`src/rtl/core/rcpc_pkg.sv`:
```
// ----------------------------------------------------------------------------
// rcpc_pkg
// shared types and constants of the convex polygon ray clip block
// ----------------------------------------------------------------------------
package rcpc_pkg;

  // item kinds after classification in the front part
  typedef enum logic [1:0] {
    KIND_LOAD,
    KIND_DROP,
    KIND_CAST
  } kind_t;

  // configuration register indexes
  localparam logic [2:0] REG_EDGE_COUNT = 3'd0;
  localparam logic [2:0] REG_OFFSET_X   = 3'd1;
  localparam logic [2:0] REG_OFFSET_Y   = 3'd2;
  localparam logic [2:0] REG_ROT_COS    = 3'd3;
  localparam logic [2:0] REG_ROT_SIN    = 3'd4;

  localparam logic [3:0]         RESET_EDGE_COUNT = 4'd4;
  localparam logic signed [15:0] RESET_ROT_COS    = 16'sd16384;

  localparam int QUEUE_DEPTH = 2;
  localparam int DIV_STEPS   = 24;

  // saturated quotient, 2^24
  localparam logic [24:0] FRAC_SAT = 25'h100_0000;

  typedef struct packed {
    logic [3:0]         edge_count;
    logic signed [31:0] offset_x;
    logic signed [31:0] offset_y;
    logic signed [15:0] rot_cos;
    logic signed [15:0] rot_sin;
  } cfg_t;

  // queued item: load payload and ray already shifted by the frame offset
  typedef struct packed {
    kind_t              kind;
    logic [2:0]         slot;
    logic signed [31:0] vx;
    logic signed [31:0] vy;
    logic signed [15:0] nx;
    logic signed [15:0] ny;
    logic signed [32:0] ax1;
    logic signed [32:0] ay1;
    logic signed [32:0] ax2;
    logic signed [32:0] ay2;
    logic [23:0]        maxf;
  } item_t;

endpackage

```
`src/rtl/core/rcpc_queue.sv`:
```
// ----------------------------------------------------------------------------
// rcpc_queue
// short item queue between front and back
// ----------------------------------------------------------------------------
module rcpc_queue (
  input  logic            clk,
  input  logic            rst,
  input  logic            push,
  input  rcpc_pkg::item_t push_item,
  input  logic            pop,
  output rcpc_pkg::item_t head,
  output logic            full,
  output logic            empty
);

  localparam int PW = $clog2(rcpc_pkg::QUEUE_DEPTH);

  rcpc_pkg::item_t   mem [rcpc_pkg::QUEUE_DEPTH];
  logic [PW-1:0]     wr_ptr;
  logic [PW-1:0]     rd_ptr;
  logic [PW:0]       count;

  assign full  = (count == (PW+1)'(rcpc_pkg::QUEUE_DEPTH));
  assign empty = (count == '0);
  assign head  = mem[rd_ptr];

  always_ff @(posedge clk) begin
    if (push) begin
      mem[wr_ptr] <= push_item;
    end
  end

  always_ff @(posedge clk) begin
    if (rst) begin
      wr_ptr <= '0;
      rd_ptr <= '0;
      count  <= '0;
    end else begin
      if (push) begin
        wr_ptr <= wr_ptr + 1'b1;
      end
      if (pop) begin
        rd_ptr <= rd_ptr + 1'b1;
      end
      if (push && !pop) begin
        count <= count + 1'b1;
      end else if (pop && !push) begin
        count <= count - 1'b1;
      end
    end
  end

endmodule

```
`config.mk`:
```
export PLATFORM = sky130hd
export DESIGN_NAME = rcpc_queue
export DESIGN_NICKNAME = d
export VERILOG_FILES = /design/src/rtl/core/rcpc_pkg.sv /design/src/rtl/core/rcpc_queue.sv
export SDC_FILE = /design/constraint.sdc
export NUM_CORES = 1
export LEC_CHECK = 0
export ABC_AREA = 1
export BUFFER_PORTS_ARGS = -buffer_cell sky130_fd_sc_hd__buf_4
export CELL_PAD_IN_SITES_DETAIL_PLACEMENT = 1
export CELL_PAD_IN_SITES_GLOBAL_PLACEMENT = 1
export CORE_ASPECT_RATIO = 1.75
export CORE_MARGIN = 2
export CORE_UTILIZATION = 40
export DETAILED_ROUTE_END_ITERATION = 10
export PLACE_DENSITY_LB_ADDON = 0.1
export SYNTH_ARGS = -nofsm -noshare
export SYNTH_HDL_FRONTEND = slang
export SYNTH_SLANG_ARGS = --single-unit
export TNS_END_PERCENT = 1
```
`constraint.sdc`:
```
create_clock -name clk -period 21.4 [get_ports clk]
set_clock_uncertainty 0.15 [all_clocks]
set_input_delay 5.35 -clock clk [delete_from_list [all_inputs] [get_ports clk]]
set_output_delay 5.35 -clock clk [all_outputs]
set_load 0.05 [all_outputs]
```
Yosys cells after proc, flatten, opt, wreduce, memory -nomap -nowiden
Memories as Yosys holds them, arrays and structs flattened. A register that Yosys moved wholly into a read port is not among the register bits.
Cells that the tools add are included.
W data, S select, Z words.

cells by class
  add/subtract/negate cells = 4
  multiply operators = 0
  div/mod/pow operators = 0
  $lt $le $gt $ge = 0
  equal/unequal tests = 1
  shifts and indexed selects = 0
  mux-type cells = 6
  bitwise gates (word level) = 0
  reductions and logical operators = 6

operators by type and width
  kind                   number
  $mux W1                4
  $mux W2                2
  $add A1 B1 Y1 const B  2
  $add A2 B1 Y2 const B  1
  $eq A2 B2 Y1 const B   1
  $logic_and A1 B1 Y1    2
  $logic_not A1 Y1       2
  $logic_not A2 Y1       1
  $reduce_bool A2 Y1     1
  $sub A2 B1 Y2 const B  1

storage, ports and cells
  register bits = 4
  latch bits = 0
  RAM bits = 514
  memory bits (read-only) = 0
  input port bits = 261
  output and inout bits = 259
  word-level logic and storage cells = 21
  memories kept = 1

memories
  name  depth  bits a word  rd ports  clocked after memory_dff  wr ports  line              source
  mem   2      257          1         1                         1         rcpc_queue.sv:18  rcpc_pkg::item_t mem [rcpc_pkg::QUEUE_DEPTH];

Longest topological paths before layout
  depth after elaboration = 4
  mapped depth = 8
  depth with buffers taken out = 8

Worst setup path before layout
OpenSTA, ideal clock, no wires.

  path kind = input-to-reg
  start point = input push
  end point = memory mem[0][0] (netlist name), enable pin
  setup time = 0.887 ns
  data arrival time = 16.125 ns
  required time = 20.363 ns
  slack = 4.238 ns
  stages = 2
  buffers on the path = 0
  cell sequence = inv_1 nor2_1

on the way
  word-level cells in the longest chain between the ends = 2

ends and longest elaborated chain
  item                           line              source
  start, declared                rcpc_queue.sv:8   input logic push,
  $mux W1                        rcpc_queue.sv:28  if (push) begin
  $mux W1 (implied by the code)  rcpc_queue.sv:29  mem[wr_ptr] <= push_item;
  end, declared                  rcpc_queue.sv:18

Every way passes these cells.

==> impl_metrics.json <==
{
  "wl_per_cell_um": 23.2,
  "worstSetupPathDepth": 4,
  "yosys-top-cells-area": "edfxtp_1 78%, mux2_4 17%, mux2_2 1.5%",
  "hold_slack_ns": 0.375,
  "yosysWarnings": 0,
  "power_density_mw_per_mm2": 96.7,
  "peakVddDrop_v": 0.0000751,
  "area_growth_pct": 30.3,
  "route.detailed.drc": 0,
  "cp_num_buf_inv": 3,
  "seqCellArea_mm2": 0.0155,
  "seqPwrFrac": 0.482,
  "slew_headroom": 0.287,
  "grt_pass1_wl_um": 68200,
  "cp.required_ns": 15.90,
  "drive_gt1_frac": 0.598,
  "synth_cell_types": 18,
  "ys_ff_latch": 519,
  "arrival_ns": 3.82,
  "cts_made_buffers": 48,
  "combPwrFrac": 0.186,
  "leakage_nw": 10.1,
  "grt_pass1_vias": 10900,
  "p_switching_mw": 0.668,
  "drt_wl_total_um": 48300,
  "post_cts_resized": 0,
  "tns_ns": 0,
  "yosys.area.top_type": "edfxtp_1",
  "grt_max_degree": 133,
  "clkTransAtPathRegs_ns": 0.06,
  "vias_per_cell": 4.70,
  "swShare": 0.268,
  "crit_path_end_kind": "output port",
  "syn_area_mm2": 0.0198,
  "clkPwrFrac": 0.333,
  "timing.fmax_ghz": 0.107,
  "status": "completed",
  "final_net_count": 1644,
  "holdPathStages": 2,
  "grtUsageTotal": 0.183,
  "syn_inst": 833,
  "drt_iter0_markers": 496,
  "finalMaxSlewViolations": 0,
  "drtAntennaViolNets": 0,
  "start_util": 0.406,
  "slowest_delay_ns": 0.89,
  "fp.dieArea_mm2": 0.0513,
  "crit_family": "buffers and inverters",
  "antenna_found_initial": 14,
  "ioPinCount": 520,
  "grt_overflow": 0,
  "root_buffer": "clkbuf_16",
  "clock_path_buffers": 3,
  "fin_util": 0.529,
  "cts_tree": "yes",
  "setup_viol": 0,
  "postSynthAreaPerCell_um2": 23.7,
  "dp_hpwl_um": 33900,
  "num_vias": 9819,
  "max_cap_viol_count": 0,
  "ys_seq_area_frac": 0.785,
  "finalHoldViolCount": 0,
  "post_cts_buffers": 0,
  "synth_top_area_frac": 0.780,
  "period_minus_slack_ns": 9.32,
  "slowest_stage": "buf_4",
  "htree_levels": 2,
  "reg2reg_depth": 3,
  "worstMarginPinSlew_ns": 1.07,
  "syn_nets": 1095,
  "fin_crit_sh": 0.436,
  "multi_input_area_mm2": 0.00386,
  "dieWidth_um": 172,
  "fill_cells": 4531,
  "hold_path_class": "reg -> reg",
  "dr.pass1.iters": 5,
  "cp-start-kind": "register",
  "core-area_mm2": 0.0487,
  "cts_hold_buf": 0,
  "portBuffers": 519,
  "critical_path_class": "reg -> out",
  "clk_latency_ns": 0.56,
  "gp_congestion": 0.803,
  "die_h_um": 298,
  "cp_max_fo": 59,
  "path_common_cell": "buf_4",
  "rsz0062_at_grt": "false",
  "cts.sinks": 519,
  "internal_power_mw": 1.82,
  "crit_chain": "buf_4, buf_4, mux2_2, buf_4",
  "num_rows": 107
}
## sequential cells by signal, indices dropped and copies added (netlist names), named ones only
| register | flops |
|---|---|
| count | 2 |
| mem | 514 |
| rd_ptr | 1 |
| wr_ptr | 1 |
## placed cells by master (no fill, tap or decap), drive strengths merged, types with 2 or more instances in the layout
master / instances
buf: 528
edfxtp: 514
mux2: 257
clkbuf: 59
clkinv: 22
inv: 12
diode: 11
nor2: 7
nand2: 5
dfxtp: 5
bufinv: 4
clkinvlp: 2
## cell type report
| cell class | instances | share of cell area |
|---|---|---|
| tap | 654 | 0.0317 |
| clock buffer | 59 | 0.0490 |
| sequential | 519 | 0.603 |
| antenna | 11 | 0.00107 |
| timing repair buffer | 528 | 0.154 |
| inverter | 9 | 0.00160 |
| multi-input combinational | 276 | 0.150 |
| clock inverter | 31 | 0.00976 |
## metal layers
layer	up-vias	global-route usage	wire, um
met5	-	0	41
met2	425	0.337	26200
met3	100	0.0793	5240
met1	4870	0.169	14700
li1	4418	-	-
met4	6	0.0882	2100
## power by group through the flow
stage	Clock, mW	Combinational (mW)	Sequential (mW)
2_1_floorplan	0	0.332	1.23
3_3_place_gp	0	0.462	1.22
3_5_place_dp	0	0.466	1.22
4_1_cts	0.855	0.468	1.20
5_1_grt	0.886	0.482	1.20
6_report	0.829	0.462	1.20
## tightest hold or removal path, stage by stage (launching register included)
cell and delay [ns]:
dfxtp_1 0.33, xnor2_1 0.09, nor2_1 0.08
## final timing paths
check	startpoint	to	slack [ns]
max	register	head[256]	12.08
min reg2reg	rd_ptr	register	0.38
min	rd_ptr	register	0.38
max reg2reg	wr_ptr	mem[0][228]	18.21
## per-stage QoR
stage          setup WS [ns]  cell area, um2  std cells  power (mW)
2_1_floorplan           4.24           19800        833        1.56
3_3_place_gp           12.65           24200       1986        1.68
3_5_place_dp           12.62           24200       1986        1.69
4_1_cts                11.98           25700       2076        2.52
5_1_grt                11.84           25800       2087        2.57
6_report               12.08           25800       2087        2.49
## Yosys cell counts, drive strengths merged
cell and instances:
edfxtp 514, mux2 257, buf 29, inv 9, nor2 7, dfxtp 5, nand2 5, a21oi 1
ha 1, nand3 1, nand4 1, nor3 1, o21ai 1, xnor2 1
## kinds of logic after synthesis
family | after synthesis | synth area share
and+or+nand+nor | 15 | 0.00310
xor gates and xnor gates | 1 | 0.000443
DFF | 519 | 0.785
muxes | 257 | 0.190
adders and majority gates | 1 | 0.000632
buffers and inverters | 38 | 0.0201
AOI/OAI and AO/OA | 2 | 0.000505
Power figures use the tool's default switching activity.
