`src/rtl/core/rcpc_pkg.sv`:
```
// ----------------------------------------------------------------------------
// rcpc_pkg
// shared types and constants of the convex polygon ray clip block
// ----------------------------------------------------------------------------
package rcpc_pkg;

  // item kinds after classification in the front part
  typedef enum logic [1:0] {
    KIND_LOAD,
    KIND_DROP,
    KIND_CAST
  } kind_t;

  // configuration register indexes
  localparam logic [2:0] REG_EDGE_COUNT = 3'd0;
  localparam logic [2:0] REG_OFFSET_X   = 3'd1;
  localparam logic [2:0] REG_OFFSET_Y   = 3'd2;
  localparam logic [2:0] REG_ROT_COS    = 3'd3;
  localparam logic [2:0] REG_ROT_SIN    = 3'd4;

  localparam logic [3:0]         RESET_EDGE_COUNT = 4'd4;
  localparam logic signed [15:0] RESET_ROT_COS    = 16'sd16384;

  localparam int QUEUE_DEPTH = 2;
  localparam int DIV_STEPS   = 24;

  // saturated quotient, 2^24
  localparam logic [24:0] FRAC_SAT = 25'h100_0000;

  typedef struct packed {
    logic [3:0]         edge_count;
    logic signed [31:0] offset_x;
    logic signed [31:0] offset_y;
    logic signed [15:0] rot_cos;
    logic signed [15:0] rot_sin;
  } cfg_t;

  // queued item: load payload and ray already shifted by the frame offset
  typedef struct packed {
    kind_t              kind;
    logic [2:0]         slot;
    logic signed [31:0] vx;
    logic signed [31:0] vy;
    logic signed [15:0] nx;
    logic signed [15:0] ny;
    logic signed [32:0] ax1;
    logic signed [32:0] ay1;
    logic signed [32:0] ax2;
    logic signed [32:0] ay2;
    logic [23:0]        maxf;
  } item_t;

endpackage

```
`src/rtl/core/rcpc_front.sv`:
```
// ----------------------------------------------------------------------------
// rcpc_front
// takes items and register writes, classifies items and offsets the ray
// ----------------------------------------------------------------------------
module rcpc_front #(
  parameter int MAX_EDGES = 8
) (
  input  logic                 clk,
  input  logic                 rst,
  input  logic                 start,
  input  logic                 q_full,
  input  logic                 op,
  input  logic [2:0]           edge_index,
  input  logic signed [31:0]   vertex_x,
  input  logic signed [31:0]   vertex_y,
  input  logic signed [15:0]   normal_x,
  input  logic signed [15:0]   normal_y,
  input  logic signed [31:0]   ray_start_x,
  input  logic signed [31:0]   ray_start_y,
  input  logic signed [31:0]   ray_end_x,
  input  logic signed [31:0]   ray_end_y,
  input  logic [23:0]          max_fraction,
  input  logic                 cfg_valid,
  input  logic [2:0]           cfg_index,
  input  logic [31:0]          cfg_data,
  output logic                 push,
  output rcpc_pkg::item_t      push_item,
  output rcpc_pkg::cfg_t       cfg
);

  assign push = start && !q_full;

  always_comb begin
    if (op == 1'b1) begin
      push_item.kind = rcpc_pkg::KIND_CAST;
    end else if (32'(edge_index) < 32'(MAX_EDGES)) begin
      push_item.kind = rcpc_pkg::KIND_LOAD;
    end else begin
      push_item.kind = rcpc_pkg::KIND_DROP;
    end
    push_item.slot = edge_index;
    push_item.vx   = vertex_x;
    push_item.vy   = vertex_y;
    push_item.nx   = normal_x;
    push_item.ny   = normal_y;
    push_item.ax1  = 33'(ray_start_x) - 33'(cfg.offset_x);
    push_item.ay1  = 33'(ray_start_y) - 33'(cfg.offset_y);
    push_item.ax2  = 33'(ray_end_x) - 33'(cfg.offset_x);
    push_item.ay2  = 33'(ray_end_y) - 33'(cfg.offset_y);
    push_item.maxf = max_fraction;
  end

  always_ff @(posedge clk) begin
    if (rst) begin
      cfg.edge_count <= rcpc_pkg::RESET_EDGE_COUNT;
      cfg.offset_x   <= '0;
      cfg.offset_y   <= '0;
      cfg.rot_cos    <= rcpc_pkg::RESET_ROT_COS;
      cfg.rot_sin    <= '0;
    end else if (cfg_valid) begin
      unique case (cfg_index)
        rcpc_pkg::REG_EDGE_COUNT: cfg.edge_count <= cfg_data[3:0];
        rcpc_pkg::REG_OFFSET_X:   cfg.offset_x   <= cfg_data;
        rcpc_pkg::REG_OFFSET_Y:   cfg.offset_y   <= cfg_data;
        rcpc_pkg::REG_ROT_COS:    cfg.rot_cos    <= cfg_data[15:0];
        rcpc_pkg::REG_ROT_SIN:    cfg.rot_sin    <= cfg_data[15:0];
        default: ;
      endcase
    end
  end

endmodule

```
`config.mk`:
```
export PLATFORM = sky130hd
export DESIGN_NAME = rcpc_front
export DESIGN_NICKNAME = d
export VERILOG_FILES = /design/src/rtl/core/rcpc_pkg.sv /design/src/rtl/core/rcpc_front.sv
export SDC_FILE = /design/constraint.sdc
export NUM_CORES = 1
export LEC_CHECK = 0
export ABC_AREA = 1
export BUFFER_PORTS_ARGS = -buffer_cell sky130_fd_sc_hd__buf_4
export CAP_MARGIN = 5
export CORE_AREA = 2 2 250 252
export CTS_CLUSTER_SIZE = 28
export DETAILED_ROUTE_END_ITERATION = 8
export DIE_AREA = 0 0 252 254
export PLACE_DENSITY = 0.46
export SKIP_CTS_REPAIR_TIMING = 1
export SYNTH_ARGS = -nofsm -noshare
export SYNTH_HDL_FRONTEND = slang
export SYNTH_SLANG_ARGS = --single-unit
```
`constraint.sdc`:
```
create_clock -name clk -period 2.3 [get_ports clk]
set_clock_uncertainty 0.05 [all_clocks]
set_input_delay 0.345 -clock clk [delete_from_list [all_inputs] [get_ports clk]]
set_output_delay 0.345 -clock clk [all_outputs]
set_load 0.02 [all_outputs]
```
Word level (Yosys, flattened, before mapping)
Cells that the tools add are included.
{"block": "classes", "addsub": 4, "eq_ne": 4, "mux": 1, "reduce_logical": 8}
{"cell": "subtractor 32 x 32 -> 33 bit", "count": 4}
{"cell": "AND reduction 2 bit", "count": 5}
{"cell": "equality test 3 x 2 -> 1 bit, second input constant", "count": 2}
{"cell": "equality test 3 x 1 -> 1 bit, second input constant", "count": 1}
{"cell": "equality test 3 bit, second input constant", "count": 1}
{"cell": "zero test 3 bit", "count": 1}
{"cell": "two-way mux 2 bit", "count": 1}
{"cell": "logical AND 1 bit", "count": 1}
{"cell": "zero test 1 bit", "count": 1}
{"block": "totals", "register_bits": 100, "out_inout_bits": 358, "wordCells": 22}

Logic depth before layout (Yosys ltp)
Gate-level depths: netlist (run 1).
{"block": "logic_depth", "word_depth": 2, "ltp_mapped": 14, "mapped_depth_nobuf": 14}

Least setup slack after synthesis (run 1)
Ideal clock, no wire load.
{"block": "synth_path", "kind": "flip-flop to output port", "start": "reg cfg[32] in the netlist's numbering", "end": "out push_item[40] in the netlist's numbering", "arrival_ps": 1869, "required_time_ps": 1905, "path_slack_ps": 36, "stages_incl_launch_ff": 11, "n_path_buf": 0, "path_cell_list": "dfxtp_1 > ha_1 > fa_1 > inv_1 > nand2_1 > nand2_1 > nand3_1 > nand2_1 > nand2_1 > nand2_2 > xor2_1"}
{"element": "start, declared", "line": "rcpc_front.sv:28", "source": "output rcpc_pkg::cfg_t cfg"}
{"element": "end, declared", "line": "rcpc_front.sv:27", "source": "output rcpc_pkg::item_t push_item,"}

==> metrics.txt, run 1 <==
outcome=complete, but fails checks; failing checks=setup timing; pwr dens=roughly 400 nW/um^2; count of input and output buffers=400; Crit Path Max Fanout=4; Synth area leader=nand2_1; Largest regs=cfg: 100 flops; clk slew on worst S/H paths=roughly 0.10 ns; VDD IR max=0.274 mV; total of max-cap violations=0; Worst-Margin Slew=between 0.6 and 0.7 ns; first-pass GRT wire length=101000 um; gpl congestion=between 0.9 and 1; Final period util=115%; WL per Instance=18.3 um; Overall Global Routing Usage=21.5%; Fillers=about 6600; final hold vios=0; Residual DRC=0; initial antenna violation count=5; clock latency on the worst-skew pair=0.39 ns; top cell type's share of synthesized area=around a quarter; yosys warns=0; synthesis-to-layout area growth=71.1%; Core ar.=61300 um^2; DIE HEIGHT=254 um; Avg Cell Area, Syn=5.35 um^2; Routed WL=73400 um; DR vias/cell=4.36; share of layout cells above drive strength 1=48.1%; sequential element share of the synthesized area=14.0%; relative slew slack=between 50 and 60%; Worst Path Required=1.90 ns; Worst EP arrival=2.26 ns; kind of end point of the critical path=output port; Final setup viols=113; fmax=377 MHz; DR pass1 iterations=5; Core Util, Final=40.0%; crit path launch type=flop; Yosys reg bits=100; die width=252 um; largest net degree at the start of global routing=49; clk sinks=100; Clock Tree Root=clkbuf_16; syn_nets=3101; Synth Cell Area=roughly 14000 um^2; area of the die=64000 um^2; final hold slack=0.0998 ns; DR vias=17500; critical path class=flop to output port; Metal-1 WL=between 30000 and 40000 um; num ports=650; largest cells by area after synthesis=nand2_1, inv_1, dfxtp_1; DRT iter0 DRCs=a little under 900; vias in the first global route=roughly 16000; Setup WS post-layout=-0.351 ns; met3 WL post-DR=5190 um; Setup TNS=-22.24 ns; hold crit path type=primary input to flop; Post-Synthesis Cells=approximately 2700; max reg flops=100; CTS tree=done; Cell Rows=91; Top reg by flops=cfg; Pins Over Slew Limit=0; Min Clock Period, post-route=2.65 ns; Post-DRT Antenna Nets=0; RSZ-0062 raised after global routing=yes; Yosys cell types=30; DR WL met2=~35000 um; total gr overflow=0; total power=9.84 mW; nets@finish=3631; leakage power=12.9 nW; dpl hpwl=61900 um; Max Root-Sink Buffers=2; CTS Buf Count=9; DR top layer=met5; Max H-tree Level=3; starting density of the core=23.4%
## report_power, final
part	total [mW]	switching, mW	internal (mW)
Combinational	6.30	3.55	2.76
Clock	1.69	0.905	0.786
Sequential	1.84	0.0512	1.79
Total	9.84	4.50	5.33
## critical path: stages (launching register included)
cell     delay [ns]
dfxtp_4        0.39
ha_4           0.17
fa_2           0.36
inv_2          0.08
buf_6          0.11
nand2_2        0.05
nand3_2        0.09
nand2_2        0.07
nand2_4        0.12
nand2_2        0.07
nand2_2        0.08
nand2_2        0.05
nand2_2        0.09
buf_6          0.12
## per-stage QoR
step / instances / instance area, um^2 / worst slack [ns]
final: 4007 / 24500 / -0.351
after global routing: 4004 / 24500 / -0.458
after CTS: 3967 / 19400 / -0.597
after detailed placement: 3951 / 19000 / -0.203
after global placement: 3951 / 19000 / -0.193
after floorplan: 2677 / 14300 / 0.0363
## synthesized netlist by cell type (all sizes together)
cell and n:
nand4 16, nand3 98, ha 128, a21o 4, nor3 9, buf 136
inv 579, or2 5, nor2 241, o21bai 4, clkbuf 17, a21oi 145
nand2 1025, dfxtp 100, conb 1, o21ai 97, xnor2 9, and2 8
xor2 51, fa 4
## cells by family after synthesis
family,Yosys count,synth area share [%]
AO/OA/AOI/OAI,250,8.88
adder cells (fa/ha/maj),132,11.7
AND/OR/NAND/NOR,1402,39.0
XOR/XNOR,60,3.67
flip-flops,100,14.0
buffers and inverters,732,22.7
other,1,0.0262
## cell type report
cell class	count	area (um^2)	area share, %
Multi-Input combinational cell	1845	13300	54.1
Antenna cell	5	12.5	0.0511
Inverter	579	2300	9.38
Sequential cell	100	2090	8.54
Timing Repair Buffer	672	5530	22.6
Clock buffer	9	225	0.920
Clock inverter	7	88.8	0.363
Tap cell	790	988	4.04
## layout by cell type, fill, tap and decap left out, drive strengths merged
master | Yosys | layout
ha | 128 | 128
diode | 0 | 5
xnor2 | 9 | 9
nand4 | 16 | 16
a21oi | 145 | 145
xor2 | 51 | 51
o21bai | 4 | 4
dfxtp | 100 | 100
or2 | 5 | 5
fa | 4 | 4
nand3 | 98 | 98
nand2 | 1025 | 1025
nor2 | 241 | 241
nor3 | 9 | 9
clkbuf | 17 | 9
clkinv | 0 | 6
buf | 136 | 672
inv | 579 | 577
conb | 1 | 1
o21ai | 97 | 97
and2 | 8 | 8
a21o | 4 | 4
clkinvlp | 0 | 3
## routing by layer
| layer | vias up | track usage [%] |
|---|---|---|
| met5 | - | 0.309 |
| met4 | 4 | 5.43 |
| met3 | 99 | 5.49 |
| met2 | 568 | 36.9 |
| met1 | 7858 | 26.6 |
| li1 | 8929 | - |
## path summary, 6_finish.rpt
check                from             to  slack, ns  depth (start not counted)
setup / recovery  cfg[32]  push_item[46]      -0.35                         13
hold / removal        rst        cfg[64]        0.1                          2
setup reg to reg  cfg[32]        cfg[32]       1.17                          3
hold reg to reg   cfg[30]        cfg[30]       0.44                          2
(Power assumes the default switching activity.)
==> run 2: changes to the inputs <==
--- a/config.mk
+++ b/config.mk
@@ -7,12 +7,13 @@
 export LEC_CHECK = 0
 export ABC_AREA = 1
 export BUFFER_PORTS_ARGS = -buffer_cell sky130_fd_sc_hd__buf_4
-export CAP_MARGIN = 5
-export CORE_AREA = 2 2 250 252
+export CAP_MARGIN = 40
+export CORE_AREA = 2 2 255 257
+export CTS_CLUSTER_DIAMETER = 120
 export CTS_CLUSTER_SIZE = 28
 export DETAILED_ROUTE_END_ITERATION = 8
-export DIE_AREA = 0 0 252 254
-export PLACE_DENSITY = 0.46
+export DIE_AREA = 0 0 257 259
+export PLACE_DENSITY = 0.44
 export SKIP_CTS_REPAIR_TIMING = 1
 export SYNTH_ARGS = -nofsm -noshare
 export SYNTH_HDL_FRONTEND = slang
==> run 2 against run 1 <==
  * The run still ends with setup timing left
  * Via count is 0.32% lower
  * Worst setup slack got worse by 0.082 ns
  * Clock power grew 4%
  * Die area rose by 4.0%
  * Critical path type unchanged
  * Critical endpoint is now push_item[86]
==> metrics.txt, run 2 (same netlist as run 1, synthesis figures left out) <==
Post-DRT Antenna Nets=0; crit path launch type=flop; Int Power=5.27 mW; starting density of the core=between 20% and 30%; final hold vios=0; Cell Rows=93; clk slew on worst S/H paths=0.10 ns; RSZ-0062 raised after global routing=yes; total of max-cap violations=0; leakage power=12.9 nW; hold crit path type=primary input to flop; clock latency on the worst-skew pair=between 0.3 and 0.4 ns; vias in the first global route=16600; Core ar.=63900 um^2; Residual DRC=0; Flop pwr share=18.8%; combinational power share=63.2%; Crit Path Max Fanout=4; failing checks=setup timing; Top reg by flops=cfg; commonest non-fill, non-tap cell in the layout=nand2_1; Setup WS post-layout=-0.433 ns; count of input and output buffers=400; final hold slack=0.0615 ns; Final setup viols=114; switching power=between 4 and 5 mW; gpl congestion=0.922; VDD IR max=0.332 mV; initial antenna violation count=7; Min Clock Period, post-route=2.73 ns; outcome=complete, but fails checks; CP max-delay cell=ha_4; Worst Hold Path Cells=2; DR vias=17400; Setup TNS=-29.19 ns; commonest cells after routing, fill and taps aside=nand2_1, buf_4, inv_1; Worst Hold End=cfg[64]; area of the die=between 60000 and 70000 um^2; Max Root-Sink Buffers=2; Reg2Reg Launch Point=cfg[32]; pwr dens=404 nW/um^2; Register Area=2060 um^2; dpl hpwl=62700 um; synthesis-to-layout area growth=68.7%; Final period util=119%; Hold Startpoint=rst; first-pass GRT wire length=103000 um; DIE HEIGHT=about 260 um; num ports=650; WL per Instance=18.0 um; DR vias/cell=4.25; DR pass1 iterations=5; FF-to-FF End=cfg[32]; share of layout cells above drive strength 1=between 40% and 50%; Routed WL=74000 um; Max H-tree Level=3; crit-path cells=clkinvlp_4 > ha_4 > nand2_4 > inv_2 > nand2_2 > nor3_2 > nand2_1 > nand2_4 > nand2_2 > nand2_1 > nand2_1 > nand2_2 > buf_6; critical path class=flop to output port; highest cell delay on the worst timing path=about 0.4 ns; Worst Path Required=between 1.5 and 2 ns; relative slew slack=58.6%; reg-to-reg slack, setup=roughly 1.2 ns; Placement Setup Slack=-0.330 ns; final non-filler cell total=4098; DRT iter0 DRCs=813; Largest regs=cfg: 100 flops; Switching Fraction=46.0%; CTS tree=done; Worst EP arrival=2.34 ns; Worst-Margin Slew=0.615 ns; placed cell count=4033; largest net degree at the start of global routing=77; total gr overflow=0; Fillers=roughly 7000; footprint of the multi-input gates=approximately 13000 um^2; max reg flops=100; Clock Tree Root=clkbuf_16; Pins Over Slew Limit=0; nets@finish=3659; Core Util, Final=a little under two fifths; worst reg-to-reg path cell count=4; kind of end point of the critical path=output port; clk sinks=100; die width=257 um; Clock Power Share=18.0%; fmax=366 MHz; Overall Global Routing Usage=20.9%; CTS Buf Count=9
run 2: power by group through the flow:
stage / logic (mW) / registers [mW] / clock network, mW
CTS: 4.85 / 1.83 / 1.84
detailed placement: 4.83 / 1.87 / 0
global placement: 4.85 / 1.86 / 0
finish: 6.16 / 1.84 / 1.76
floorplan: 2.80 / 1.94 / 0
global route: 6.67 / 1.85 / 1.88
run 2: worst max-delay path by stage:
stage	startpoint	endpoint	depth (start not counted)
after floorplan	cfg[32]	push_item[40]	10
after global placement	ray_start_x[0]	push_item[155]	16
after detailed placement	ray_start_x[0]	push_item[155]	16
after CTS	cfg[64]	push_item[155]	14
after global routing	cfg[74]	push_item[145]	13
final	cfg[74]	push_item[86]	13
run 2: critical path: cells and delay by family (launching register included):
family	cells	cell delay, ns
buffers and inverters	3	0.40
AND/OR/NAND/NOR	9	0.77
adder cells (fa/ha/maj)	1	0.39
flip-flops	1	0.36
run 2: final cells by class:
cell class                 count  share of cell area, %
clock inverter                 7                  0.358
multi-input combinational   1845                   52.3
antenna                        3                 0.0311
tap                          855                   4.43
inverter                     579                   9.44
sequential                   100                   8.55
clock buffer                   9                  0.933
timing repair buffer         700                   23.9
run 2: layer usage:
metal	GRT usage, %	wire length (um)	vias up
met5	0.214	64	-
met4	6.59	2240	10
met3	5.15	4910	112
met2	35.7	35200	496
met1	25.7	31500	7789
li1	-	-	8995
run 2: per-stage QoR:
stage	power, mW	cell area (um^2)
final	9.75	24100
after floorplan	4.74	14300
after detailed placement	6.70	19300
after global routing	10.4	24100
after global placement	6.71	19300
after CTS	8.52	19600
