### config.mk
export PLATFORM = sky130hd
export DESIGN_NAME = rcpc_back
export DESIGN_NICKNAME = d
export VERILOG_FILES = /design/src/rtl/core/rcpc_pkg.sv /design/src/rtl/core/rcpc_back.sv
export SDC_FILE = /design/constraint.sdc
export NUM_CORES = 2
export LEC_CHECK = 0
export BUFFER_PORTS_ARGS = -buffer_cell sky130_fd_sc_hd__clkbuf_2
export CELL_PAD_IN_SITES_DETAIL_PLACEMENT = 0
export CELL_PAD_IN_SITES_GLOBAL_PLACEMENT = 2
export CORE_MARGIN = 3
export CORE_UTILIZATION = 35
export DETAILED_ROUTE_END_ITERATION = 6
export PLACE_DENSITY = 0.76
export SLEW_MARGIN = 20
export SYNTH_ARGS = -nofsm -noshare
export SYNTH_HDL_FRONTEND = slang
export SYNTH_SLANG_ARGS = --single-unit
### constraint.sdc
create_clock -name clk -period 12.73 [get_ports clk]
set_input_delay 1.9095 -clock clk [delete_from_list [all_inputs] [get_ports clk]]
set_output_delay 1.9095 -clock clk [all_outputs]
set_load 0.1 [all_outputs]
### src/rtl/core/rcpc_pkg.sv
// ----------------------------------------------------------------------------
// rcpc_pkg
// shared types and constants of the convex polygon ray clip block
// ----------------------------------------------------------------------------
package rcpc_pkg;

  // item kinds after classification in the front part
  typedef enum logic [1:0] {
    KIND_LOAD,
    KIND_DROP,
    KIND_CAST
  } kind_t;

  // configuration register indexes
  localparam logic [2:0] REG_EDGE_COUNT = 3'd0;
  localparam logic [2:0] REG_OFFSET_X   = 3'd1;
  localparam logic [2:0] REG_OFFSET_Y   = 3'd2;
  localparam logic [2:0] REG_ROT_COS    = 3'd3;
  localparam logic [2:0] REG_ROT_SIN    = 3'd4;

  localparam logic [3:0]         RESET_EDGE_COUNT = 4'd4;
  localparam logic signed [15:0] RESET_ROT_COS    = 16'sd16384;

  localparam int QUEUE_DEPTH = 2;
  localparam int DIV_STEPS   = 24;

  // saturated quotient, 2^24
  localparam logic [24:0] FRAC_SAT = 25'h100_0000;

  typedef struct packed {
    logic [3:0]         edge_count;
    logic signed [31:0] offset_x;
    logic signed [31:0] offset_y;
    logic signed [15:0] rot_cos;
    logic signed [15:0] rot_sin;
  } cfg_t;

  // queued item: load payload and ray already shifted by the frame offset
  typedef struct packed {
    kind_t              kind;
    logic [2:0]         slot;
    logic signed [31:0] vx;
    logic signed [31:0] vy;
    logic signed [15:0] nx;
    logic signed [15:0] ny;
    logic signed [32:0] ax1;
    logic signed [32:0] ay1;
    logic signed [32:0] ax2;
    logic signed [32:0] ay2;
    logic [23:0]        maxf;
  } item_t;

endpackage

### src/rtl/core/rcpc_back.sv
// ----------------------------------------------------------------------------
// rcpc_back
// edge tables, shared multiplier, serial divider and clip sequencer
// ----------------------------------------------------------------------------
module rcpc_back #(
  parameter int MAX_EDGES = 8
) (
  input  logic                 clk,
  input  logic                 rst,
  input  rcpc_pkg::cfg_t       cfg,
  input  rcpc_pkg::item_t      head,
  input  logic                 empty,
  output logic                 pop,
  output logic                 done,
  output logic                 hit,
  output logic [23:0]          fraction,
  output logic signed [15:0]   hit_normal_x,
  output logic signed [15:0]   hit_normal_y
);

  localparam int IW = (MAX_EDGES > 1) ? $clog2(MAX_EDGES) : 1;
  localparam int CW = $clog2(MAX_EDGES + 1);

  typedef enum logic [3:0] {
    ST_IDLE, ST_XF, ST_EDGE, ST_DEC, ST_PRE, ST_DIV, ST_UPD, ST_NORM, ST_DONE
  } state_t;

  state_t state;

  logic signed [31:0] vtab_x [MAX_EDGES];
  logic signed [31:0] vtab_y [MAX_EDGES];
  logic signed [15:0] ntab_x [MAX_EDGES];
  logic signed [15:0] ntab_y [MAX_EDGES];

  rcpc_pkg::item_t    item;
  logic [3:0]         step;
  logic [CW-1:0]      idx;
  logic [IW-1:0]      entry;
  logic               entry_ok;
  logic               miss;
  logic               entering;
  logic [24:0]        lower;
  logic [24:0]        upper;
  logic [24:0]        qres;
  logic signed [53:0] prod;
  logic signed [53:0] acc;
  logic signed [35:0] p1x;
  logic signed [35:0] p1y;
  logic signed [36:0] dx;
  logic signed [36:0] dy;
  logic signed [54:0] num;
  logic signed [54:0] den;
  logic [53:0]        amag;
  logic [53:0]        bmag;
  logic [53:0]        rem;
  logic [23:0]        sh;
  logic [23:0]        quo;
  logic [4:0]         dcnt;
  logic signed [15:0] wx;

  // combinational helpers
  logic [IW-1:0]      rd_idx;
  logic signed [31:0] rd_vx, rd_vy;
  logic signed [15:0] rd_nx, rd_ny;
  logic signed [16:0] mul_a;
  logic signed [36:0] mul_b;
  logic signed [16:0] c17, s17, ns17;
  logic signed [54:0] pair_sum;
  logic signed [40:0] pair_shr;
  logic signed [15:0] pair_sat;
  logic [4:0]         ec_wide;
  logic [CW-1:0]      n_use;
  logic [54:0]        rem2;
  logic               rem_ge;
  logic [23:0]        quo_next;
  logic [24:0]        lower_n, upper_n;
  logic               last_edge;

  assign rd_idx = (state == ST_NORM) ? entry : idx[IW-1:0];
  assign rd_vx  = vtab_x[rd_idx];
  assign rd_vy  = vtab_y[rd_idx];
  assign rd_nx  = ntab_x[rd_idx];
  assign rd_ny  = ntab_y[rd_idx];

  assign c17  = 17'(cfg.rot_cos);
  assign s17  = 17'(cfg.rot_sin);
  assign ns17 = -s17;

  assign ec_wide   = {1'b0, cfg.edge_count};
  assign n_use     = (ec_wide > 5'(MAX_EDGES)) ? CW'(MAX_EDGES) : CW'(ec_wide);
  assign last_edge = !(CW'(idx + 1'b1) < n_use);

  assign pair_sum = 55'(acc) + 55'(prod);
  assign pair_shr = 41'(pair_sum >>> 14);
  always_comb begin
    if (pair_shr > 41'sd32767) begin
      pair_sat = 16'sh7fff;
    end else if (pair_shr < -41'sd32768) begin
      pair_sat = -16'sh8000;
    end else begin
      pair_sat = pair_shr[15:0];
    end
  end

  // operand selection for the shared multiplier
  always_comb begin
    mul_a = c17;
    mul_b = '0;
    case (state)
      ST_XF: begin
        case (step)
          4'd0: begin mul_a = c17;  mul_b = 37'(item.ax1); end
          4'd1: begin mul_a = s17;  mul_b = 37'(item.ay1); end
          4'd2: begin mul_a = c17;  mul_b = 37'(item.ay1); end
          4'd3: begin mul_a = ns17; mul_b = 37'(item.ax1); end
          4'd4: begin mul_a = c17;  mul_b = 37'(item.ax2); end
          4'd5: begin mul_a = s17;  mul_b = 37'(item.ay2); end
          4'd6: begin mul_a = c17;  mul_b = 37'(item.ay2); end
          4'd7: begin mul_a = ns17; mul_b = 37'(item.ax2); end
          default: ;
        endcase
      end
      ST_EDGE: begin
        case (step)
          4'd0: begin mul_a = 17'(rd_nx); mul_b = 37'(rd_vx) - 37'(p1x); end
          4'd1: begin mul_a = 17'(rd_ny); mul_b = 37'(rd_vy) - 37'(p1y); end
          4'd2: begin mul_a = 17'(rd_nx); mul_b = dx; end
          4'd3: begin mul_a = 17'(rd_ny); mul_b = dy; end
          default: ;
        endcase
      end
      ST_NORM: begin
        case (step)
          4'd0: begin mul_a = c17;  mul_b = 37'(rd_nx); end
          4'd1: begin mul_a = ns17; mul_b = 37'(rd_ny); end
          4'd2: begin mul_a = s17;  mul_b = 37'(rd_nx); end
          4'd3: begin mul_a = c17;  mul_b = 37'(rd_ny); end
          default: ;
        endcase
      end
      default: ;
    endcase
  end

  // one restoring division step
  assign rem2     = {rem, sh[23]};
  assign rem_ge   = (rem2 >= {1'b0, bmag});
  assign quo_next = {quo[22:0], rem_ge};

  always_comb begin
    lower_n = lower;
    upper_n = upper;
    if (entering) begin
      if (qres > lower) begin
        lower_n = qres;
      end
    end else if (qres < upper) begin
      upper_n = qres;
    end
  end

  assign pop = (state == ST_IDLE) && !empty;

  always_ff @(posedge clk) begin
    prod <= mul_a * mul_b;
    if (state == ST_IDLE && !empty && head.kind == rcpc_pkg::KIND_LOAD) begin
      vtab_x[IW'(head.slot)] <= head.vx;
      vtab_y[IW'(head.slot)] <= head.vy;
      ntab_x[IW'(head.slot)] <= head.nx;
      ntab_y[IW'(head.slot)] <= head.ny;
    end
  end

  always_ff @(posedge clk) begin
    if (rst) begin
      state        <= ST_IDLE;
      done         <= 1'b0;
      hit          <= 1'b0;
      fraction     <= '0;
      hit_normal_x <= '0;
      hit_normal_y <= '0;
      entry_ok     <= 1'b0;
      miss         <= 1'b0;
    end else begin
      done <= (state == ST_DONE);
      unique case (state)
        ST_IDLE: begin
          if (!empty) begin
            item     <= head;
            step     <= '0;
            idx      <= '0;
            lower    <= '0;
            upper    <= {1'b0, head.maxf};
            miss     <= 1'b0;
            entry_ok <= 1'b0;
            state    <= (head.kind == rcpc_pkg::KIND_CAST) ? ST_XF : ST_DONE;
          end
        end
        ST_XF: begin
          if (step != 4'd0) begin
            if (step[0]) begin
              acc <= prod;
            end else begin
              unique case (step)
                4'd2: p1x <= pair_shr[35:0];
                4'd4: p1y <= pair_shr[35:0];
                4'd6: dx  <= 37'(pair_shr) - 37'(p1x);
                default: dy <= 37'(pair_shr) - 37'(p1y);
              endcase
            end
          end
          if (step == 4'd8) begin
            step  <= '0;
            state <= (n_use == '0) ? ST_DONE : ST_EDGE;
          end else begin
            step <= step + 1'b1;
          end
        end
        ST_EDGE: begin
          if (step != 4'd0) begin
            if (step[0]) begin
              acc <= prod;
            end else if (step == 4'd2) begin
              num <= pair_sum;
            end else begin
              den <= pair_sum;
            end
          end
          if (step == 4'd4) begin
            step  <= '0;
            state <= ST_DEC;
          end else begin
            step <= step + 1'b1;
          end
        end
        ST_DEC: begin
          amag     <= num[54] ? 54'(-num) : num[53:0];
          bmag     <= den[54] ? 54'(-den) : den[53:0];
          entering <= den[54];
          if (den == '0) begin
            if (num[54]) begin
              miss  <= 1'b1;
              state <= ST_DONE;
            end else if (last_edge) begin
              state <= entry_ok ? ST_NORM : ST_DONE;
            end else begin
              idx   <= CW'(idx + 1'b1);
              state <= ST_EDGE;
            end
          end else if (den[54]) begin
            if (num[54]) begin
              state <= ST_PRE;
            end else if (last_edge) begin
              state <= entry_ok ? ST_NORM : ST_DONE;
            end else begin
              idx   <= CW'(idx + 1'b1);
              state <= ST_EDGE;
            end
          end else if (num[54]) begin
            miss  <= 1'b1;
            state <= ST_DONE;
          end else begin
            state <= ST_PRE;
          end
        end
        ST_PRE: begin
          // quotient of 256 or more saturates
          if ({8'd0, amag} >= {bmag, 8'd0}) begin
            qres  <= rcpc_pkg::FRAC_SAT;
            state <= ST_UPD;
          end else begin
            rem   <= {8'd0, amag[53:8]};
            sh    <= {amag[7:0], 16'd0};
            quo   <= '0;
            dcnt  <= 5'(rcpc_pkg::DIV_STEPS);
            state <= ST_DIV;
          end
        end
        ST_DIV: begin
          rem  <= rem_ge ? 54'(rem2 - {1'b0, bmag}) : rem2[53:0];
          sh   <= {sh[22:0], 1'b0};
          quo  <= quo_next;
          dcnt <= dcnt - 1'b1;
          if (dcnt == 5'd1) begin
            qres  <= {1'b0, quo_next};
            state <= ST_UPD;
          end
        end
        ST_UPD: begin
          lower <= lower_n;
          upper <= upper_n;
          if (entering && qres > lower) begin
            entry    <= idx[IW-1:0];
            entry_ok <= 1'b1;
          end
          if (upper_n < lower_n) begin
            miss  <= 1'b1;
            state <= ST_DONE;
          end else if (last_edge) begin
            state <= (entry_ok || (entering && qres > lower)) ? ST_NORM : ST_DONE;
          end else begin
            idx   <= CW'(idx + 1'b1);
            state <= ST_EDGE;
          end
        end
        ST_NORM: begin
          step <= step + 1'b1;
          if (step != 4'd0) begin
            if (step[0]) begin
              acc <= prod;
            end else if (step == 4'd2) begin
              wx <= pair_sat;
            end else begin
              hit_normal_x <= wx;
              hit_normal_y <= pair_sat;
            end
          end
          if (step == 4'd4) begin
            state <= ST_DONE;
          end
        end
        ST_DONE: begin
          if (item.kind == rcpc_pkg::KIND_CAST && entry_ok && !miss) begin
            hit      <= 1'b1;
            fraction <= lower[23:0];
          end else begin
            hit          <= 1'b0;
            fraction     <= '0;
            hit_normal_x <= '0;
            hit_normal_y <= '0;
          end
          state <= ST_IDLE;
        end
        default: state <= ST_IDLE;
      endcase
    end
  end

endmodule

# [Word-level counts from Yosys, hierarchy flattened]
# Memory sizes are Yosys's and may differ from the RTL's.
# Cells that the tools add are included.
[classes] order_cmp=9 multipliers=1 n_bitwise=5 add_sub_neg=12 muxes=84 eq_ne=35 n_reduce_logical=49
[op_table] cell="case mux 37 bit (4 select lines)" count=2
[op_table] cell="2-to-1 mux 54 bit" count=4
[op_table] cell="2-to-1 mux 25 bit" count=8
[op_table] cell="case mux 25 bit (2 select lines)" count=3
[op_table] cell="2-to-1 mux 16 bit" count=9
[op_table] cell="case mux 37 bit (3 select lines)" count=1
[op_table] cell="negator 54 bit" count=2
[op_table] cell="case mux 54 bit (2 select lines)" count=1
[op_table] cell="2-to-1 mux 4 bit" count=26
[op_table] cell="case mux 17 bit (2 select lines)" count=3
[op_table] cell="case mux 37 bit (2 select lines)" count=1
[op_table] cell="subtractor 32 x 36 -> 37 bit" count=2
[op_table] cell="subtractor 37 x 36 -> 37 bit" count=2
[op_table] cell="case mux 16 bit (2 select lines)" count=2
[op_table] cell=">= comparator 54 x 62 -> 1 bit" count=1
[op_table] cell="adder 54 x 54 -> 55 bit" count=1
[op_table] cell=">= comparator 55 x 54 -> 1 bit" count=1
[op_table] cell="logical NOT 55 bit" count=1
[op_table] cell="multiplier 17 x 37 -> 54 bit" count=1
[op_table] cell="subtractor 54 bit" count=1
[op_table] cell="case mux 17 bit (3 select lines)" count=1
[op_table] cell="less-than comparator 25 bit" count=2
[op_table] cell="AND reduction 5 bit" count=10
[op_table] cell="2-to-1 mux 24 bit" count=2
[op_table] cell="44 further kinds" count=108
[word_totals] reg_bits=879 out_inout_bits=59 elab_cells=234 mem_bits_rw=768 in_bits=360 n_memories=4
[memory_table] name="vtab_x" depth=8 word_bits=32 read_ports=1 rd_ports_with_merged_regs=0 write_ports=1 line="rcpc_back.sv:30" rtl="logic signed [31:0] vtab_x [MAX_EDGES];"
[memory_table] name="vtab_y" depth=8 word_bits=32 read_ports=1 rd_ports_with_merged_regs=0 write_ports=1 line="rcpc_back.sv:31" rtl="logic signed [31:0] vtab_y [MAX_EDGES];"
[memory_table] name="ntab_x" depth=8 word_bits=16 read_ports=1 rd_ports_with_merged_regs=0 write_ports=1 line="rcpc_back.sv:32" rtl="logic signed [15:0] ntab_x [MAX_EDGES];"
[memory_table] name="ntab_y" depth=8 word_bits=16 read_ports=1 rd_ports_with_merged_regs=0 write_ports=1 line="rcpc_back.sv:33" rtl="logic signed [15:0] ntab_y [MAX_EDGES];"

# [Logic depth before layout (Yosys ltp)]
[depth] ltp_word=8 depth_mapped=51 mapped_depth_nobuf=46

# [Worst setup path after synthesis]
# Ideal clock, no wire load.
[synth_timing] kind="flip-flop to flip-flop" from="register state[3]" to="register prod[53]" path_slack_ns=0.133 path_buffers=6 path_stages_with_launch=51 required_ns=12.609 t_arrival_ns=12.477 period_less_slack_ns=12.597 setup_time_ns=0.121 cell_sequence="dfxtp_1 clkbuf_1 nand2b_1 nor2_2 mux2i_1 buf_2 buf_1 buf_2 buf_1 mux4_2 mux2i_1 ha_1 inv_1 fa_1 a21o_1 a21o_1 a21boi_0 o21ai_0 [... 15 more ...] fa_1 fa_1 inv_1 fa_1 inv_1 ha_1 a21o_1 a21o_1 a21oi_1 o21bai_1 a21oi_1 o21a_1 o21ai_0 o41ai_1 o21ai_0 a221oi_1 o21bai_1 xnor2_1"
[synth_via] elab_chain_len=7 word_cells_on_any_way=16 classes_between="add/sub (2); mul (1); eq/ne (3); mux (6); memory (4)"
[synth_rtl] item="start: declaration" line="rcpc_back.sv:28" rtl="state_t state;"
[synth_rtl] item="start signal: assignment" line="rcpc_back.sv:196" rtl="state <= (head.kind == rcpc_pkg::KIND_CAST) ? ST_XF : ST_DONE;"
[synth_rtl] item="start signal: assignment" line="rcpc_back.sv:214" rtl="state <= (n_use == '0) ? ST_DONE : ST_EDGE;"
[synth_rtl] item="start signal: assignment" line="rcpc_back.sv:245" rtl="state <= entry_ok ? ST_NORM : ST_DONE;"
[synth_rtl] item="equality test 4 x 3 -> 1 bit" line="rcpc_back.sv:79, rcpc_back.sv:109"
[synth_rtl] item="2-to-1 mux 3 bit" line="rcpc_back.sv:79" rtl="assign rd_idx = (state == ST_NORM) ? entry : idx[IW-1:0];"
[synth_rtl] item="memory (8 x 32 bit) (on tied branches)"
[synth_rtl] item="subtractor 32 x 36 -> 37 bit (on tied branches)" line="rcpc_back.sv:126, rcpc_back.sv:125"
[synth_rtl] item="case mux 37 bit (4 select lines)" line="rcpc_back.sv:124" rtl="case (step)"
[synth_rtl] item="case mux 37 bit (3 select lines)" line="rcpc_back.sv:109" rtl="case (state)"
[synth_rtl] item="multiplier 17 x 37 -> 54 bit (*)" line="rcpc_back.sv:165" rtl="prod <= mul_a * mul_b;"
[synth_rtl] item="end signal: assignment" line="rcpc_back.sv:165"
[synth_rtl] item="end: declaration" line="rcpc_back.sv:45" rtl="logic signed [53:0] prod;"
# Every way passes the cells marked *; elsewhere a longest branch is shown, timed or not.
# A chain may end at the register's enable or synchronous reset.

# [Final worst setup path]
# Ends and elaborated chain as after synthesis.

==> summary.txt <==
Yosys
  • Area leader, netlist: edfxtp_1
  • Synth top cells by count: edfxtp_1, inv_1, nand2_1
  • Post-synth EDFFs: 1513
  • Synth Cell Area: 99900 um^2
  • Syn Area/Cell: 12.0 um^2
  • Share of the synthesized area in the top cell type: 0.455
  • Unique masters post-synth: 105
  • Synth async-reset ratio: 0
  • Syn nets: 9770
  • Post-Synthesis Cells: 8299
  • Top-count cell post-synth: edfxtp_1
  • Post-synthesis sequential area ratio: 0.479
  • Seq cells post-synth: 1631
  • Top FF cell, synth: edfxtp_1
  • Synth warnings: 0
  • Top cells by area, synth: edfxtp_1, fa_1, ha_1, mux4_2, inv_1

Cells and area
  • Final Util: 0.408
  • Synth-to-Final Area Change: 15.7%
  • Cell area after layout: about 120000 um^2
  • Fin nets: approximately 10000
  • Share of layout cells above drive strength 1: 0.165
  • Layout fillers: 26800

Placed design
  • IO buf count: 354
  • Post-place instance area: 109000 um^2
  • Pre-CTS setup slack: 188 ps
  • Placer Congestion: 0.908
  • HPWL after DPL: 230000 um

Floorplanning
  • IO Pins: 419
  • Die area: ~300000 um^2
  • Chip Width: roughly 540 um
  • Die H: 540 um
  • Initial Utilization: 0.353
  • Row Count: about 200
  • Core Region: 283000 um^2

Routing
  • Vias per cell: 5.24
  • Uppermost layer routed: met5
  • # DRC: 0
  • DR WL met3: approximately 17000 um
  • Total iterations of the first detailed-routing run: 7
  • Routed wire length: 304000 um
  • Metal-1 WL: 131000 um
  • Total number of vias: 67600
  • Starting DRT DRC Count: 5523
  • WL met2: 144000 um
  • Post-route ant nets: 0
  • DR WL/cell: 23.5 um

Critical path
  • Critical Path RT: 13500 ps
  • CP most frequent cell: buf_4
  • CP endpoint kind: flip-flop
  • Type of origin of the critical path: flip-flop
  • Setup Crit Path Kind: flip-flop to flip-flop
  • Crit-path max FO: 21
  • Slowest cell on the critical path: fa_1
  • Reg2Reg Setup Slack: 500 ps
  • Critical path arrival: 13000 ps
  • CP peak stage delay: 590 ps

Power and ir drop
  • Pwr Density: 143 nW/um^2
  • Leakage: 46.3 nW
  • Worst vdd ir: ~130 uV
  • Total Power: 16.5 mW

Clock network
  • Clock Path Buffers: 4
  • Clk sinks: 1631
  • CTS clk-pin slew, worst paths: 60 ps
  • CTS tree: yes
  • # H-tree levels: 4
  • Number of buffers created by CTS: 183
  • Root buf cell: clkbuf_16
  • Insertion delay of the later-clocked pin in the worst-skew pair: 920 ps

Global route
  • Vias in the first global route: just under 70000
  • First-pass GRT wire length: approximately 450000 um
  • Global route overflow: 0
  • Initial antenna violation count: 18
  • Largest net degree at the start of global routing: 97
  • Aggregate global-route resource usage: 0.205

STA
  • Pins Over Slew Limit: 0
  • Fmax: 81.8 MHz
  • Crit share post-route: 0.961
  • Final setup violation count: 0
  • Period minus WS final: about 12000 ps
  • Max transition margin: 0.195
  • Worst slew pin tran: 1200 ps
  • Final setup margin: 503 ps
  • Final clock skew: roughly 130 ps
  • Hold Vio Cnt, Final: 0

Run
  • # Max-Cap Violations: 0

Min path
  • Hold Path Class: flip-flop to flip-flop

Outcome
  • Status: finished, final reports clean
-- sequential cells by signal, summed over array words and instances (netlist names), 36 cells and up --
register / cells
vtab_x: 256
vtab_y: 256
item: 134
ntab_x: 128
ntab_y: 128
den: 55
num: 55
acc: 54
amag: 54
bmag: 54
prod: 54
rem: 54
dx: 37
dy: 37
p1x: 36
p1y: 36
-- final timing paths --
check	start	to	depth (start not counted)
setup / recovery	state[3]	prod[53]	52
hold / removal	prod[12]	acc[12]	0
setup reg to reg	state[3]	prod[53]	52
hold reg to reg	prod[12]	acc[12]	0
-- worst max-delay path, delay by kind of cell (launching register included) --
family	cells	cell delay (ps)
adders and majority gates	9	4110
muxes	3	1010
buffers and inverters	14	1850
and+or+nand+nor	7	940
xor gates and xnor gates	2	220
AOI/OAI and AO/OA	17	3560
DFF	1	310
-- cell families after synthesis --
kind of cell | after synthesis | synth area share
adder cells (fa/ha/maj) | 1111 | 0.185
buffers and inverters | 1222 | 0.0471
XOR/XNOR | 385 | 0.0338
AND/OR/NAND/NOR | 2073 | 0.0947
flip-flops | 1631 | 0.479
AO/OA/AOI/OAI | 1539 | 0.103
multiplexers | 338 | 0.0587
-- power breakdown --
part	switching, mW	internal [mW]	total (mW)
Combinational	3.05	1.66	4.71
Sequential	0.0648	6.26	6.32
Clock	2.23	3.23	5.46
-- layout make-up --
cell class | instances | area, um^2 | share of cell area
diodes | 8 | 20.0 | 0.000173
clock inverters | 115 | 1380 | 0.0119
flip-flops and latches | 1631 | 47800 | 0.414
multi-input cells | 5446 | 47800 | 0.414
clock buffers | 215 | 4810 | 0.0417
well taps | 3743 | 4680 | 0.0405
repair buffers | 820 | 5580 | 0.0483
inverters | 917 | 3440 | 0.0298
-- metal layers --
layer | vias to the layer above | GRT usage
met3 | 416 | 0.0326
met2 | 1916 | 0.341
li1 | 31100 | -
met1 | 34200 | 0.273
met5 | - | 0
met4 | 10 | 0.0675
-- cells in the final DEF, fill, tap and decap left out, drive strengths merged, types with 64 or more instances in the layout --
cell    Yosys  routed
nand2     736     736
a22oi      66      66
clkinv      0      64
nand3      70      70
nand4      72      72
a21oi     354     354
mux4      192     192
nand2b    111     111
and2       70      70
mux2i      82      82
dfxtp     118     118
inv       917     931
nor3       73      73
clkbuf    253     569
mux2       64      64
ha        508     508
xnor2     290     290
a21o      208     208
xor2       95      95
nor2      669     669
fa        603     603
buf        47     466
edfxtp   1513    1513
o21ai     343     343
-- what timing repair did --
action,in CTS,in global routing
setup endpoints to repair,0,10
resized for setup,0,11
setup buffers,0,1
hold buffers,0,0
-- metrics by stage --
stage	hold slack, ps	std cells	TNS, ps
after CTS	445	12900	0
after global placement	433	12600	0
final	443	12900	0
after floorplan	415	8299	0
after global routing	454	12900	-12.6
after detailed placement	427	12600	0
Power figures use the tool's default switching activity.
